[src/sv/pfe_pkg.sv]
// pfe_pkg: shared types, codes and grid helpers for the playfair digraph encryptor
// used by every module of the block; depends on nothing
`default_nettype none
package pfe_pkg;

	localparam int GRID_SIDE  = 5;
	localparam int GRID_CELLS = 25;
	localparam int ALPHA      = 26;
	localparam int QDEPTH     = 4;
	localparam int QPTR_W     = $clog2(QDEPTH);

	// input function codes
	localparam logic [2:0] F_CLEAR  = 3'd0;
	localparam logic [2:0] F_KEY    = 3'd1;
	localparam logic [2:0] F_FINISH = 3'd2;
	localparam logic [2:0] F_TEXT   = 3'd3;
	localparam logic [2:0] F_SPACE  = 3'd4;

	// result status codes
	localparam logic [1:0] ST_OK          = 2'd0;
	localparam logic [1:0] ST_NOT_IN_GRID = 2'd1;
	localparam logic [1:0] ST_NO_KEY      = 2'd2;

	// register indexes on the apb port
	localparam logic [1:0] REG_OMITTED   = 2'd0;
	localparam logic [1:0] REG_FILLER    = 2'd1;
	localparam logic [1:0] REG_ALTERNATE = 2'd2;

	typedef struct packed {
		logic [4:0] first;
		logic [4:0] second;
		logic       last;
		logic [1:0] status;
	} pair_req_t;

	typedef struct packed {
		logic       we;
		logic [4:0] pos;
		logic [4:0] letter;
	} mem_wr_t;

	typedef struct packed {
		logic [4:0] omitted;
		logic [4:0] filler;
		logic [4:0] alternate;
	} cfg_t;

	typedef struct packed {
		logic [2:0] row;
		logic [2:0] col;
	} rc_t;

	// split a cell index 0..24 into row and column
	function automatic rc_t cell_rc(input logic [4:0] p);
		rc_t r;
		if (p >= 5'd20) begin
			r.row = 3'd4;
		end else if (p >= 5'd15) begin
			r.row = 3'd3;
		end else if (p >= 5'd10) begin
			r.row = 3'd2;
		end else if (p >= 5'd5) begin
			r.row = 3'd1;
		end else begin
			r.row = 3'd0;
		end
		r.col = 3'(p - 5'(r.row * GRID_SIDE));
		return r;
	endfunction

	function automatic logic [2:0] wrap_inc(input logic [2:0] v);
		return (v == 3'(GRID_SIDE - 1)) ? 3'd0 : 3'(v + 3'd1);
	endfunction

	function automatic logic [4:0] cell_idx(input logic [2:0] row, input logic [2:0] col);
		return 5'(row * GRID_SIDE + col);
	endfunction

endpackage
`default_nettype wire

[src/sv/pfe_channels.sv]
// pfe_item_if / pfe_pair_if: valid-ready channels of the encryptor
// input items and enciphered pairs; no dependencies
`default_nettype none
interface pfe_item_if;
	logic       valid;
	logic       ready;
	logic [2:0] func;
	logic [4:0] letter;
	logic       end_of_message;

	modport source(output valid, output func, output letter, output end_of_message,
		input ready);
	modport sink(input valid, input func, input letter, input end_of_message,
		output ready);
endinterface

interface pfe_pair_if;
	logic       valid;
	logic       ready;
	logic [4:0] cipher_first;
	logic [4:0] cipher_second;
	logic       last_of_message;
	logic [1:0] status;

	modport source(output valid, output cipher_first, output cipher_second,
		output last_of_message, output status, input ready);
	modport sink(input valid, input cipher_first, input cipher_second,
		input last_of_message, input status, output ready);
endinterface
`default_nettype wire

[src/sv/pfe_front.sv]
// pfe_front: accepts items, keeps key marks and the held letter, builds pair requests
// depends on pfe_pkg and pfe_item_if; writes the grid memories of pfe_back
`default_nettype none
module pfe_front (
	input  wire                 clk,
	input  wire                 arst_n,
	pfe_item_if.sink            item,
	input  pfe_pkg::cfg_t       cfg,
	input  wire                 drained,
	input  wire                 q_full,
	output logic                q_push,
	output pfe_pkg::pair_req_t  q_din,
	output pfe_pkg::mem_wr_t    mem_wr
);
	import pfe_pkg::*;

	localparam logic [1:0] FE_RUN    = 2'd0;
	localparam logic [1:0] FE_SECOND = 2'd1;
	localparam logic [1:0] FE_DRAIN  = 2'd2;
	localparam logic [1:0] FE_WALK   = 2'd3;

	logic [1:0]       state_q;
	logic [ALPHA-1:0] used_q;
	logic [4:0]       filled_q;
	logic             key_ready_q;
	logic [4:0]       held_q;
	logic             held_valid_q;
	pair_req_t        second_q;
	logic [2:0]       kfunc_q;
	logic [4:0]       kletter_q;
	logic [4:0]       walk_q;

	logic       acc;
	logic       sec_go;
	pair_req_t  sec_req;
	logic [4:0] held_d;
	logic       held_valid_d;
	logic [4:0] place_l;
	logic       place_en;

	function automatic logic in_grid(input logic [4:0] l);
		return (l < 5'(ALPHA)) ? used_q[l] : 1'b0;
	endfunction

	function automatic logic [4:0] pad_for(input logic [4:0] l);
		return (l == cfg.filler) ? cfg.alternate : cfg.filler;
	endfunction

	function automatic pair_req_t mk(input logic [4:0] a, input logic [4:0] b,
		input logic last);
		pair_req_t r;
		r.last = last;
		if (in_grid(a) && in_grid(b)) begin
			r.first  = a;
			r.second = b;
			r.status = ST_OK;
		end else begin
			r.first  = '0;
			r.second = '0;
			r.status = ST_NOT_IN_GRID;
		end
		return r;
	endfunction

	function automatic pair_req_t err(input logic [1:0] code, input logic last);
		pair_req_t r;
		r.first  = '0;
		r.second = '0;
		r.last   = last;
		r.status = code;
		return r;
	endfunction

	assign item.ready = (state_q == FE_RUN) && !q_full;
	assign acc        = item.valid && item.ready;

	// classify a text letter or space into up to two requests
	always_comb begin
		q_push       = 1'b0;
		q_din        = '0;
		sec_go       = 1'b0;
		sec_req      = '0;
		held_d       = held_q;
		held_valid_d = held_valid_q;
		if (state_q == FE_SECOND) begin
			q_push = !q_full;
			q_din  = second_q;
		end else if (acc) begin
			case (item.func)
				F_TEXT: begin
					q_push = 1'b1;
					if (!key_ready_q) begin
						q_din = err(ST_NO_KEY, item.end_of_message);
					end else if (!in_grid(item.letter)) begin
						if (item.end_of_message && held_valid_q) begin
							q_din        = err(ST_NOT_IN_GRID, 1'b0);
							sec_go       = 1'b1;
							sec_req      = mk(held_q, pad_for(held_q), 1'b1);
							held_valid_d = 1'b0;
						end else begin
							q_din = err(ST_NOT_IN_GRID, item.end_of_message);
						end
					end else if (!held_valid_q) begin
						if (item.end_of_message) begin
							q_din = mk(item.letter, pad_for(item.letter), 1'b1);
						end else begin
							q_push       = 1'b0;
							held_d       = item.letter;
							held_valid_d = 1'b1;
						end
					end else if (item.letter == held_q) begin
						q_din = mk(held_q, pad_for(held_q), 1'b0);
						if (item.end_of_message) begin
							sec_go       = 1'b1;
							sec_req      = mk(item.letter, pad_for(item.letter), 1'b1);
							held_valid_d = 1'b0;
						end
					end else begin
						q_din        = mk(held_q, item.letter, item.end_of_message);
						held_valid_d = 1'b0;
					end
				end
				F_SPACE: begin
					if (item.end_of_message && held_valid_q) begin
						q_push       = 1'b1;
						q_din        = mk(held_q, pad_for(held_q), 1'b1);
						held_valid_d = 1'b0;
					end
				end
				default: ;
			endcase
		end
	end

	// grid placement, from a key letter or the finishing walk
	assign place_l  = (state_q == FE_WALK) ? walk_q : kletter_q;
	assign place_en = (state_q == FE_WALK) ||
		((state_q == FE_DRAIN) && drained && (kfunc_q == F_KEY) && !key_ready_q);

	always_comb begin
		mem_wr.pos    = filled_q;
		mem_wr.letter = place_l;
		mem_wr.we     = place_en && (place_l < 5'(ALPHA)) && (place_l != cfg.omitted) &&
			!used_q[place_l] && (filled_q < 5'(GRID_CELLS));
	end

	always_ff @(posedge clk or negedge arst_n) begin
		if (!arst_n) begin
			state_q      <= FE_RUN;
			used_q       <= '0;
			filled_q     <= '0;
			key_ready_q  <= 1'b0;
			held_q       <= '0;
			held_valid_q <= 1'b0;
			walk_q       <= '0;
		end else begin
			if (mem_wr.we) begin
				used_q[place_l] <= 1'b1;
				filled_q        <= 5'(filled_q + 5'd1);
			end
			unique case (state_q)
				FE_RUN: begin
					if (acc) begin
						case (item.func)
							F_CLEAR: begin
								used_q       <= '0;
								filled_q     <= '0;
								key_ready_q  <= 1'b0;
								held_q       <= '0;
								held_valid_q <= 1'b0;
							end
							F_KEY, F_FINISH: begin
								state_q <= FE_DRAIN;
							end
							default: begin
								held_q       <= held_d;
								held_valid_q <= held_valid_d;
								if (sec_go) begin
									state_q <= FE_SECOND;
								end
							end
						endcase
					end
				end
				FE_SECOND: begin
					if (!q_full) begin
						state_q <= FE_RUN;
					end
				end
				FE_DRAIN: begin
					// grid memories change only once the back end holds no request
					if (drained) begin
						if (kfunc_q == F_FINISH && !key_ready_q) begin
							state_q <= FE_WALK;
							walk_q  <= '0;
						end else begin
							state_q <= FE_RUN;
						end
					end
				end
				FE_WALK: begin
					if (walk_q == 5'(ALPHA - 1)) begin
						key_ready_q <= 1'b1;
						state_q     <= FE_RUN;
					end else begin
						walk_q <= 5'(walk_q + 5'd1);
					end
				end
				default: state_q <= FE_RUN;
			endcase
		end
	end

	always_ff @(posedge clk) begin
		if (acc) begin
			kfunc_q   <= item.func;
			kletter_q <= item.letter;
		end
		if (sec_go && state_q == FE_RUN) begin
			second_q <= sec_req;
		end
	end

endmodule
`default_nettype wire

[src/sv/pfe_queue.sv]
// pfe_queue: short request queue between front and back end
// depends on pfe_pkg for the request type and depth
`default_nettype none
module pfe_queue (
	input  wire                 clk,
	input  wire                 arst_n,
	input  wire                 push,
	input  pfe_pkg::pair_req_t  din,
	input  wire                 pop,
	output pfe_pkg::pair_req_t  dout,
	output logic                full,
	output logic                empty
);
	import pfe_pkg::*;

	pair_req_t         slot_q [QDEPTH];
	logic [QPTR_W-1:0] wr_q;
	logic [QPTR_W-1:0] rd_q;
	logic [QPTR_W:0]   count_q;

	assign full  = (count_q == (QPTR_W + 1)'(QDEPTH));
	assign empty = (count_q == '0);
	assign dout  = slot_q[rd_q];

	always_ff @(posedge clk or negedge arst_n) begin
		if (!arst_n) begin
			wr_q    <= '0;
			rd_q    <= '0;
			count_q <= '0;
		end else begin
			if (push) begin
				wr_q <= QPTR_W'(wr_q + 1'b1);
			end
			if (pop) begin
				rd_q <= QPTR_W'(rd_q + 1'b1);
			end
			if (push && !pop) begin
				count_q <= (QPTR_W + 1)'(count_q + 1'b1);
			end else if (pop && !push) begin
				count_q <= (QPTR_W + 1)'(count_q - 1'b1);
			end
		end
	end

	always_ff @(posedge clk) begin
		if (push) begin
			slot_q[wr_q] <= din;
		end
	end

endmodule
`default_nettype wire

[src/sv/pfe_back.sv]
// pfe_back: grid and letter position memories, pair lookup and output register
// depends on pfe_pkg and pfe_pair_if; fed by pfe_queue, written by pfe_front
`default_nettype none
module pfe_back (
	input  wire                 clk,
	input  wire                 arst_n,
	input  wire                 q_empty,
	input  pfe_pkg::pair_req_t  q_head,
	output logic                q_pop,
	input  pfe_pkg::mem_wr_t    mem_wr,
	output logic                idle,
	pfe_pair_if.source          pair
);
	import pfe_pkg::*;

	localparam logic [1:0] BK_IDLE  = 2'd0;
	localparam logic [1:0] BK_PLACE = 2'd1;
	localparam logic [1:0] BK_OUT   = 2'd2;

	logic [4:0] grid_mem  [GRID_CELLS];
	logic [4:0] place_mem [ALPHA];

	logic [1:0] state_q;
	pair_req_t  req_q;
	logic [4:0] pa_q;
	logic [4:0] pb_q;
	logic [4:0] ga_q;
	logic [4:0] gb_q;

	rc_t        rc_a;
	rc_t        rc_b;
	logic [4:0] xa;
	logic [4:0] xb;

	assign idle  = (state_q == BK_IDLE);
	assign q_pop = !q_empty && ((state_q == BK_IDLE) || (state_q == BK_OUT && pair.ready));

	// row, column or rectangle rule on the looked-up positions
	always_comb begin
		rc_a = cell_rc(pa_q);
		rc_b = cell_rc(pb_q);
		if (rc_a.row == rc_b.row) begin
			xa = cell_idx(rc_a.row, wrap_inc(rc_a.col));
			xb = cell_idx(rc_b.row, wrap_inc(rc_b.col));
		end else if (rc_a.col == rc_b.col) begin
			xa = cell_idx(wrap_inc(rc_a.row), rc_a.col);
			xb = cell_idx(wrap_inc(rc_b.row), rc_b.col);
		end else begin
			xa = cell_idx(rc_a.row, rc_b.col);
			xb = cell_idx(rc_b.row, rc_a.col);
		end
	end

	always_ff @(posedge clk) begin
		if (mem_wr.we) begin
			grid_mem[mem_wr.pos]     <= mem_wr.letter;
			place_mem[mem_wr.letter] <= mem_wr.pos;
		end
		if (q_pop) begin
			req_q <= q_head;
			pa_q  <= place_mem[q_head.first];
			pb_q  <= place_mem[q_head.second];
		end
		if (state_q == BK_PLACE) begin
			ga_q <= grid_mem[xa];
			gb_q <= grid_mem[xb];
		end
	end

	always_ff @(posedge clk or negedge arst_n) begin
		if (!arst_n) begin
			state_q <= BK_IDLE;
		end else begin
			unique case (state_q)
				BK_IDLE: begin
					if (q_pop) begin
						state_q <= BK_PLACE;
					end
				end
				BK_PLACE: state_q <= BK_OUT;
				BK_OUT: begin
					if (pair.ready) begin
						state_q <= q_pop ? BK_PLACE : BK_IDLE;
					end
				end
				default: state_q <= BK_IDLE;
			endcase
		end
	end

	assign pair.valid           = (state_q == BK_OUT);
	assign pair.cipher_first    = (req_q.status == ST_OK) ? ga_q : 5'd0;
	assign pair.cipher_second   = (req_q.status == ST_OK) ? gb_q : 5'd0;
	assign pair.last_of_message = req_q.last;
	assign pair.status          = req_q.status;

endmodule
`default_nettype wire

[src/sv/playfair_digraph_encryptor.sv]
// playfair_digraph_encryptor: top level with the register port and the three parts
// depends on pfe_pkg, pfe_channels, pfe_front, pfe_queue and pfe_back
//
// usage:
//   in_ch carries items (func, letter, end_of_message) by valid/ready; out_ch carries
//   enciphered pairs with last_of_message and status. registers on the apb port:
//   0x0 omitted_letter, 0x4 filler_letter, 0x8 alternate_filler (5 bits each).
//   a text letter or space is classified combinationally and its request(s) go to a
//   four-entry queue; the back end takes each request through a letter position read
//   and a grid read, each registered in turn before the pair is presented; the next
//   request is popped as a pair is taken, then waits for its own grid read.
//   an item that makes two pairs holds the input until its second request is queued.
//   key letters and finish key wait until the queue and back end are empty, since
//   they write the grid memories; finish key then walks the 26 letter marks, one
//   per cycle, before the next item is taken.
//   while out_ch is stalled the front keeps taking text until the queue fills.
//   reset restores the register defaults, empties the key and drops any held letter;
//   the grid memories are not cleared; only an error request reads unplaced cells.
`default_nettype none
module playfair_digraph_encryptor (
	input  wire         clk,
	input  wire         arst_n,
	input  wire         psel,
	input  wire         penable,
	input  wire         pwrite,
	input  wire  [3:0]  paddr,
	input  wire  [31:0] pwdata,
	output logic [31:0] prdata,
	output logic        pready,
	pfe_item_if.sink    in_ch,
	pfe_pair_if.source  out_ch
);
	import pfe_pkg::*;

	cfg_t      cfg_q;
	logic      wr_en;
	logic      drained;
	logic      q_push;
	logic      q_pop;
	logic      q_full;
	logic      q_empty;
	logic      back_idle;
	pair_req_t q_din;
	pair_req_t q_head;
	mem_wr_t   mem_wr;

	assign pready = 1'b1;
	assign wr_en  = psel && penable && pwrite;

	always_ff @(posedge clk or negedge arst_n) begin
		if (!arst_n) begin
			cfg_q.omitted   <= 5'd10;
			cfg_q.filler    <= 5'd22;
			cfg_q.alternate <= 5'd25;
		end else if (wr_en) begin
			unique case (paddr[3:2])
				REG_OMITTED:   cfg_q.omitted   <= pwdata[4:0];
				REG_FILLER:    cfg_q.filler    <= pwdata[4:0];
				REG_ALTERNATE: cfg_q.alternate <= pwdata[4:0];
				default: ;
			endcase
		end
	end

	always_comb begin
		unique case (paddr[3:2])
			REG_OMITTED:   prdata = {27'd0, cfg_q.omitted};
			REG_FILLER:    prdata = {27'd0, cfg_q.filler};
			REG_ALTERNATE: prdata = {27'd0, cfg_q.alternate};
			default:       prdata = '0;
		endcase
	end

	assign drained = q_empty && back_idle;

	pfe_front u_front (
		.clk     (clk),
		.arst_n  (arst_n),
		.item    (in_ch),
		.cfg     (cfg_q),
		.drained (drained),
		.q_full  (q_full),
		.q_push  (q_push),
		.q_din   (q_din),
		.mem_wr  (mem_wr)
	);

	pfe_queue u_queue (
		.clk    (clk),
		.arst_n (arst_n),
		.push   (q_push),
		.din    (q_din),
		.pop    (q_pop),
		.dout   (q_head),
		.full   (q_full),
		.empty  (q_empty)
	);

	pfe_back u_back (
		.clk     (clk),
		.arst_n  (arst_n),
		.q_empty (q_empty),
		.q_head  (q_head),
		.q_pop   (q_pop),
		.mem_wr  (mem_wr),
		.idle    (back_idle),
		.pair    (out_ch)
	);

	// grid memories must not change under a request still in flight
	a_write_when_drained: assert property (@(posedge clk) disable iff (!arst_n)
		mem_wr.we |-> drained)
		else $error("grid memory written while requests are pending");

	a_no_overflow: assert property (@(posedge clk) disable iff (!arst_n)
		q_push |-> (!q_full || q_pop))
		else $error("request pushed into a full queue");

	a_error_zero: assert property (@(posedge clk) disable iff (!arst_n)
		(out_ch.valid && out_ch.status != ST_OK) |->
		(out_ch.cipher_first == 5'd0 && out_ch.cipher_second == 5'd0))
		else $error("error result carries cipher letters");

endmodule
`default_nettype wire
[src/flat_wrapper.sv]
// flat-port wrapper written by rule: the top's interface ports become plain ports
module playfair_digraph_encryptor_flat import pfe_pkg::*;
  (clk, arst_n, psel, penable, pwrite, paddr, pwdata, prdata, pready, in_ch_valid, in_ch_func, in_ch_letter, in_ch_end_of_message, in_ch_ready, out_ch_valid, out_ch_cipher_first, out_ch_cipher_second, out_ch_last_of_message, out_ch_status, out_ch_ready);
  pfe_item_if in_ch_i ();
  pfe_pair_if out_ch_i ();
  input  wire clk;
  input  wire arst_n;
  input  wire psel;
  input  wire penable;
  input  wire pwrite;
  input  wire  [3:0] paddr;
  input  wire  [31:0] pwdata;
  output logic [31:0] prdata;
  output logic pready;
  input wire logic [$bits(in_ch_i.valid)-1:0] in_ch_valid;
  input wire logic [$bits(in_ch_i.func)-1:0] in_ch_func;
  input wire logic [$bits(in_ch_i.letter)-1:0] in_ch_letter;
  input wire logic [$bits(in_ch_i.end_of_message)-1:0] in_ch_end_of_message;
  output wire logic [$bits(in_ch_i.ready)-1:0] in_ch_ready;
  output wire logic [$bits(out_ch_i.valid)-1:0] out_ch_valid;
  output wire logic [$bits(out_ch_i.cipher_first)-1:0] out_ch_cipher_first;
  output wire logic [$bits(out_ch_i.cipher_second)-1:0] out_ch_cipher_second;
  output wire logic [$bits(out_ch_i.last_of_message)-1:0] out_ch_last_of_message;
  output wire logic [$bits(out_ch_i.status)-1:0] out_ch_status;
  input wire logic [$bits(out_ch_i.ready)-1:0] out_ch_ready;
  assign in_ch_i.valid = in_ch_valid;
  assign in_ch_i.func = in_ch_func;
  assign in_ch_i.letter = in_ch_letter;
  assign in_ch_i.end_of_message = in_ch_end_of_message;
  assign in_ch_ready = in_ch_i.ready;
  assign out_ch_valid = out_ch_i.valid;
  assign out_ch_cipher_first = out_ch_i.cipher_first;
  assign out_ch_cipher_second = out_ch_i.cipher_second;
  assign out_ch_last_of_message = out_ch_i.last_of_message;
  assign out_ch_status = out_ch_i.status;
  assign out_ch_i.ready = out_ch_ready;
  playfair_digraph_encryptor u_core (.clk(clk), .arst_n(arst_n), .psel(psel), .penable(penable), .pwrite(pwrite), .paddr(paddr), .pwdata(pwdata), .prdata(prdata), .pready(pready), .in_ch(in_ch_i), .out_ch(out_ch_i));
endmodule
[config.mk]
export PLATFORM = sky130hd
export DESIGN_NAME = playfair_digraph_encryptor_flat
export DESIGN_NICKNAME = d
export VERILOG_FILES = /design/src/sv/pfe_pkg.sv /design/src/sv/pfe_channels.sv /design/src/sv/pfe_front.sv /design/src/sv/pfe_queue.sv /design/src/sv/pfe_back.sv /design/src/sv/playfair_digraph_encryptor.sv /design/src/flat_wrapper.sv
export SDC_FILE = /design/constraint.sdc
export NUM_CORES = 1
export LEC_CHECK = 0
export BUFFER_PORTS_ARGS = -buffer_cell sky130_fd_sc_hd__buf_2
export CAP_MARGIN = 30
export CORE_MARGIN = 3
export CORE_UTILIZATION = 57
export CTS_BUF_LIST = sky130_fd_sc_hd__clkbuf_16
export DETAILED_ROUTE_END_ITERATION = 10
export PLACE_DENSITY = 0.79
export REMOVE_ABC_BUFFERS = 1
export SLEW_MARGIN = 20
export SYNTH_ARGS = -nofsm -noshare
export SYNTH_HDL_FRONTEND = slang
export SYNTH_SLANG_ARGS = --single-unit
[constraint.sdc]
create_clock -name clk -period 5.3 [get_ports clk]
set_clock_uncertainty 0.05 [all_clocks]
set_input_delay 0 -clock clk [delete_from_list [all_inputs] [get_ports clk]]
set_output_delay 0 -clock clk [all_outputs]
set_load 0.005 [all_outputs]
Word-level counts from Yosys, hierarchy flattened
Memories as Yosys holds them, arrays and structs flattened. A register that Yosys moved wholly into a read port is not among the register bits.
Index checks and enable logic that the tools add are counted.
W data, S select, Z words.
Word-level totals
  memories: 3
  output and inout port bits: 48
  logic and storage cells: 289
  memory bits (writable): 307
  register bits: 93
Cells by class
  multipliers: 4
  equality and inequality tests: 40
  add/sub/neg operators: 18
  reduce and logical (&&, ||, !) cells: 55
  bitwise gates (word level): 5
  mux-type cells: 122
  magnitude comparators: 20
Memories
  u_core.u_back.place_mem: depth 26, width 5, rd ports 2, clocked after Yosys merged registers in 2, wr ports 1, RTL line pfe_back.sv:21  | logic [4:0] place_mem [ALPHA];
  u_core.u_back.grid_mem: depth 25, width 5, rd ports 2, clocked after Yosys merged registers in 2, wr ports 1, RTL line pfe_back.sv:20  | logic [4:0] grid_mem [GRID_CELLS];
  u_core.u_queue.slot_q: depth 4, width 13, rd ports 1, clocked after Yosys merged registers in 0, wr ports 1, RTL line pfe_queue.sv:16  | pair_req_t slot_q [QDEPTH];
Operator list (count)
  $mux W13: 11
  $mux W5: 22
  $mux W26: 4
  $mux W1: 44
  $add A5 B3 Y5: 6
  $lt A5 B5 Y1 const B: 6
  $lt A5 B6 Y1 const B: 5
  $mux W10: 3
  $mux W3: 9
  $or A26 B26 Y26: 1
  $pmux W13 S2: 1
  $bmux W1 S5: 5
  $mux W2: 12
  $logic_and A1 B1 Y1: 23
  $ge A5 B4 Y1 const B: 4
  $mul A3 B3 Y5 const B: 4
  $pmux W5 S2: 2
  $eq A3 B3 Y1 const B: 6
  $add A3 B1 Y3 const B: 5
  $eq A5 B5 Y1: 3
  $pmux W5 S3: 1
  $ne A2 B1 Y1 const B: 7
  $ne A2 B2 Y1 const B: 6
  $reduce_and A6 Y1: 2
  33 further kinds: 72

Longest topological paths before layout
  depth in word-level cells: 14
  mapped depth: 23
  depth with buffers taken out: 22

Cells and area by module
Synthesis repeated with hierarchy kept, for this count alone.
Unflattened totals
  cells, all modules: 1810
  area, all modules: 23686.5 um^2
Modules (own cells, without submodules)
  pfe_back: instances 1, seq. area each 8398.1 um^2, cells an instance 1062, area each 14924.3 um^2
  pfe_front: instances 1, seq. area each 1726.7 um^2, cells an instance 563, area each 5517.8 um^2
  pfe_queue: instances 1, seq. area each 1736.7 um^2, cells an instance 102, area each 2299.7 um^2
  playfair_digraph_encryptor: instances 1, seq. area each 385.4 um^2, cells an instance 83, area each 944.7 um^2

Worst setup path before layout
No wires, ideal clock.
  path kind: register to register
  from: register u_core.u_back.pa_q[1], read port of u_core.u_back.place_mem
  to: register u_core.u_back.ga_q[0], read port of u_core.u_back.grid_mem (data pin)
  path buffers: 1
  clock period less this slack: 4.976 ns
  required time: 4.971 ns
  cell stages (with the launch flop): 22
  data arrival time: 4.648 ns
  setup slack: 0.324 ns
  cell sequence: edfxtp_1 -> maj3_2 -> a211oi_2 -> nor2b_1 -> ha_1 -> inv_1 -> fa_1 -> inv_1 -> a2111oi_2 -> and4bb_4 -> ha_1 -> ha_1 -> a21o_1 -> a21oi_1 -> xor2_1 -> mux2_2 -> mux2i_1 -> and3_1 -> clkbuf_1 -> nand2_1 -> o2bb2ai_1 -> a2111oi_1
On the way
  cells in the longest elaborated chain, start to end: 11
  elaborated cells on any way between the ends: 24
Ends and longest elaborated chain
  start: declaration: RTL line pfe_back.sv:25  | logic [4:0] pa_q;
  $ge A5 B3 Y1: RTL line pfe_pkg.sv:62  | end else if (p >= 5'd5) begin
  $mux W1: RTL line pfe_pkg.sv:62
  $mux W2: RTL line pfe_pkg.sv:60  | end else if (p >= 5'd10) begin
  $mux W2: RTL line pfe_pkg.sv:58  | end else if (p >= 5'd15) begin
  $mux W3: RTL line pfe_pkg.sv:56  | if (p >= 5'd20) begin
  $mul A3 B3 Y5, or another cell as far along: RTL line pfe_pkg.sv:76  | return 5'(row * GRID_SIDE + col);
  $sub A3 B3 Y3 or $mux W3 (tied branches): RTL line pfe_pkg.sv:67, pfe_pkg.sv:72
  $add A3 B1 Y3, or another cell as far along: RTL line pfe_pkg.sv:72  | return (v == 3'(GRID_SIDE - 1)) ? 3'd0 : 3'(v + 3'd1);
  $mux W3 or $add A5 B3 Y5 (tied branches): RTL line pfe_pkg.sv:72, pfe_pkg.sv:76
  $add A5 B3 Y5 or $mux W5 (tied branches): RTL line pfe_pkg.sv:76, pfe_back.sv:45
  $mux W5 (*): RTL line pfe_back.sv:42  | if (rc_a.row == rc_b.row) begin
  end: declaration: RTL line pfe_back.sv:27  | logic [4:0] ga_q;
Every way passes the cells marked *; elsewhere a longest branch is shown, timed or not.
A chain may end at the register's enable or synchronous reset.

Worst setup path after layout
  from: register u_core.u_back.pa_q[1], read port of u_core.u_back.place_mem
  to: register u_core.u_back.ga_q[4], read port of u_core.u_back.grid_mem (data pin)
Same word-level chain as after synthesis.

==> flow_summary.ini <==
[worst_setup_path]
worst_ep_arrival_time_ns = 5.40
rrSetupSlack_ns = 0.21
critical_path.max_fanout = 16
cp-end-kind = register
start_kind = register
criticalPathCategory = reg -> reg
startpoint = u_core.u_back.pa_q[1]$_DFFE_PP_
timing.rr.end = u_core.u_back.ga_q[4]$_DFFE_PN_
r2r_start = u_core.u_back.pa_q[1]$_DFFE_PP_
ff2ff_path_depth = 21
worstSetupEndpoint = u_core.u_back.ga_q[4]$_DFFE_PN_
worstPathRequired_ns = 5.61

[synth]
synth_mux_area_share_pct = 14.98
synth_xor_area_share_pct = 1.762
synth_commonest_cells = edfxtp_1 (350), nand2_1 (147), nor2_1 (131), mux4_2 (103), a21oi_1 (100)
synthFlopType = edfxtp_1
synth_top_family_by_area = multiplexers
synth_edf_count = 350
avgSynthCellArea_um2 = 12.52
post-synth-top-count-cell = edfxtp_1
synthesis.instances = 1884
synth_top_area_share_pct = 44.57
ys_types = 108
ys_seq_area_share_pct = 51.94
yosys.area.top_type = edfxtp_1
async_reset_ff_share_pct = 16.47
synth_area_leaders = edfxtp_1 (45%), mux4_2 (9.8%), dfrtp_1 (6.5%)
yosys.area_share.simple_pct = 11.43
synth_compound_area_share_pct = 12.11
synthesis.area_mm2 = 0.02358
synthAdderAreaFrac_pct = 3.306
yosysWarnings = 0
ys_ff_latch = 419

[global_routing]
grtUsageTotal_pct = 29.29
grt-ovfl-total = 0
grt_pass1_wl_um = 99440
grt_max_degree = 49
antenna_found_initial = 0
grt_pass1_vias = 17110

[timing]
clock.fmax_mhz = 196.6
period_needed_ns = 5.085
slew_viol_final = 0
hold_viol_final = 0
slew_headroom_pct = 41.54
finalCritPeriodShare_pct = 95.95
setup_violations = 0
worst_hold_slack_ns = 0.01379
worst_slew_pin_slew_ns = 0.8711

[clock_tree]
htree_levels = 2
cts_tree = yes
clockRootBuffer = clkbuf_16
cts.path.max_buffers = 3
cts_inserted_buffers = 44
worstSkewPairLatency_ns = 0.58
cts.sinks = 419
path_clk_slew_ns = 0.07

[placed_design]
hpwl_um = 43950
io_buffers = 42
globalplace.congestion = 0.9967

[floorplanning]
core_mm2 = 0.04028
placementRows = 73
ios = 100
dieArea_mm2 = 0.04384
initial_core_util_pct = 58.54
die_h_um = 209.4
die_width_um = 209.4

[job]
drv_cap = 0

[cells_and_area]
final-seq-area_mm2 = 0.01225
diodes = 0
fillCellCount = 2904
drive_above_1_share_pct = 20.51
finish.net_count = 2077
area_delta_synth_final_pct = 10.77
multi_input_area_mm2 = 0.01045

[drt]
routedWlPerCell_um = 25.64
wl_um = 64860
vias = 16920
dr.pass1.iters = 6
drc = 0
viasPerCell = 6.690
ant_nets = 0
dr.first_iter.drc_count = 1797

[min_path]
min-delay-path-class = in -> async

[outcome]
outcome = completed
-- critical path, cell delays in order, from the launching register on --
cell and delay (ns):
edfxtp_1 0.43, maj3_2 0.32, a211oi_2 0.24, nor2b_1 0.10, ha_1 0.20, inv_1 0.07, fa_1 0.23, inv_1 0.07
a2111oi_2 0.30, and4bb_4 0.31, ha_1 0.31, inv_1 0.06, fa_1 0.48, a211o_4 0.36, buf_4 0.20, nand2_8 0.15
buf_4 0.16, mux2i_1 0.07, a22oi_1 0.23, a211oi_1 0.11, buf_4 0.16, a2111oi_2 0.27
-- area by class of cell --
type	count	area share, %
sequential	419	46.89
inverter	72	1.035
clock inverter	37	0.8527
tap	525	2.515
multi-input combinational	1279	40.02
clock buffer	44	4.216
timing repair buffer	153	4.469
-- stage by stage --
stage	setup TNS (ns)	utilization, %	setup slack [ns]	instances	instance area [µm²]
floorplan	-0.09132	-	-0.06153	1770	22900
global placement	0	60.52	0.2081	2410	24380
detailed placement	0	60.61	0.1434	2414	24410
CTS	0	64.56	0.1068	2522	26010
global route	-0.01819	64.84	-0.01573	2529	26120
finish	0	64.84	0.2145	2529	26120
-- cells by family after synthesis --
kind of cell | count (synthesis)
simple gates | 520
flops | 419
compound gates | 411
mux | 219
buf+inv | 212
fa+ha+maj | 57
xor+xnor | 44
other cells | 2
-- placed cells by master, fill, tap and decap left out, drive strengths merged, types with 28 or more instances in the layout --
master and instances:
a211oi 61, a21oi 100, and2 50, buf 127, clkbuf 44, conb 28
dfrtp 61, edfxtp 350, ha 47, inv 84, mux2 41, mux2i 75
mux4 103, nand2 151, nand3 36, nor2 133, nor2b 29, nor3 32
o21ai 69
-- what timing repair did --
action,CTS,global route
setup buffers,0,7
endpoints found under the hold margin,111,0
setup endpoints to repair,0,9
gates resized for setup,0,15
hold buffers,27,0
-- state kept, by name (all words and copies together) (netlist names), 3 cells and up --
register	count
u_core.cfg_q	15
u_core.u_back.ga_q	5
u_core.u_back.gb_q	5
u_core.u_back.grid_mem	125
u_core.u_back.pa_q	5
u_core.u_back.pb_q	5
u_core.u_back.place_mem	130
u_core.u_front.filled_q	5
u_core.u_front.held_q	5
u_core.u_front.kfunc_q	3
u_core.u_front.kletter_q	5
u_core.u_front.second_q	12
u_core.u_front.used_q	26
u_core.u_front.walk_q	5
u_core.u_queue.count_q	3
u_core.u_queue.slot_q	52
-- per-layer routing --
metal / share of wire, % / GRT usage [%]
met4: 5.4 / 15.43
met5: 0 / 0
met3: 7.4 / 3.722
met1: 37 / 36.82
met2: 50 / 49.92
-- worst min-delay path by stage --
stage	endpoint	slack, ns	cells past startpoint
finish	u_core.u_front.walk_q[3]$_DFFE_PN0P_	0.01	3
global route	u_core.u_front.walk_q[3]$_DFFE_PN0P_	0.07	3
CTS	u_core.u_front.held_q[3]$_DFFE_PN0P_	0.08	3
detailed placement	u_core.u_front.held_q[1]$_DFFE_PN0P_	-0.13	1
global placement	u_core.u_front.held_q[1]$_DFFE_PN0P_	-0.13	1
floorplan	u_core.cfg_q[10]$_DFFE_PN0P_	-0.35	0
Power is not shown: default switching activity piles up to over one toggle a cycle in this logic, so the estimate is an artifact.
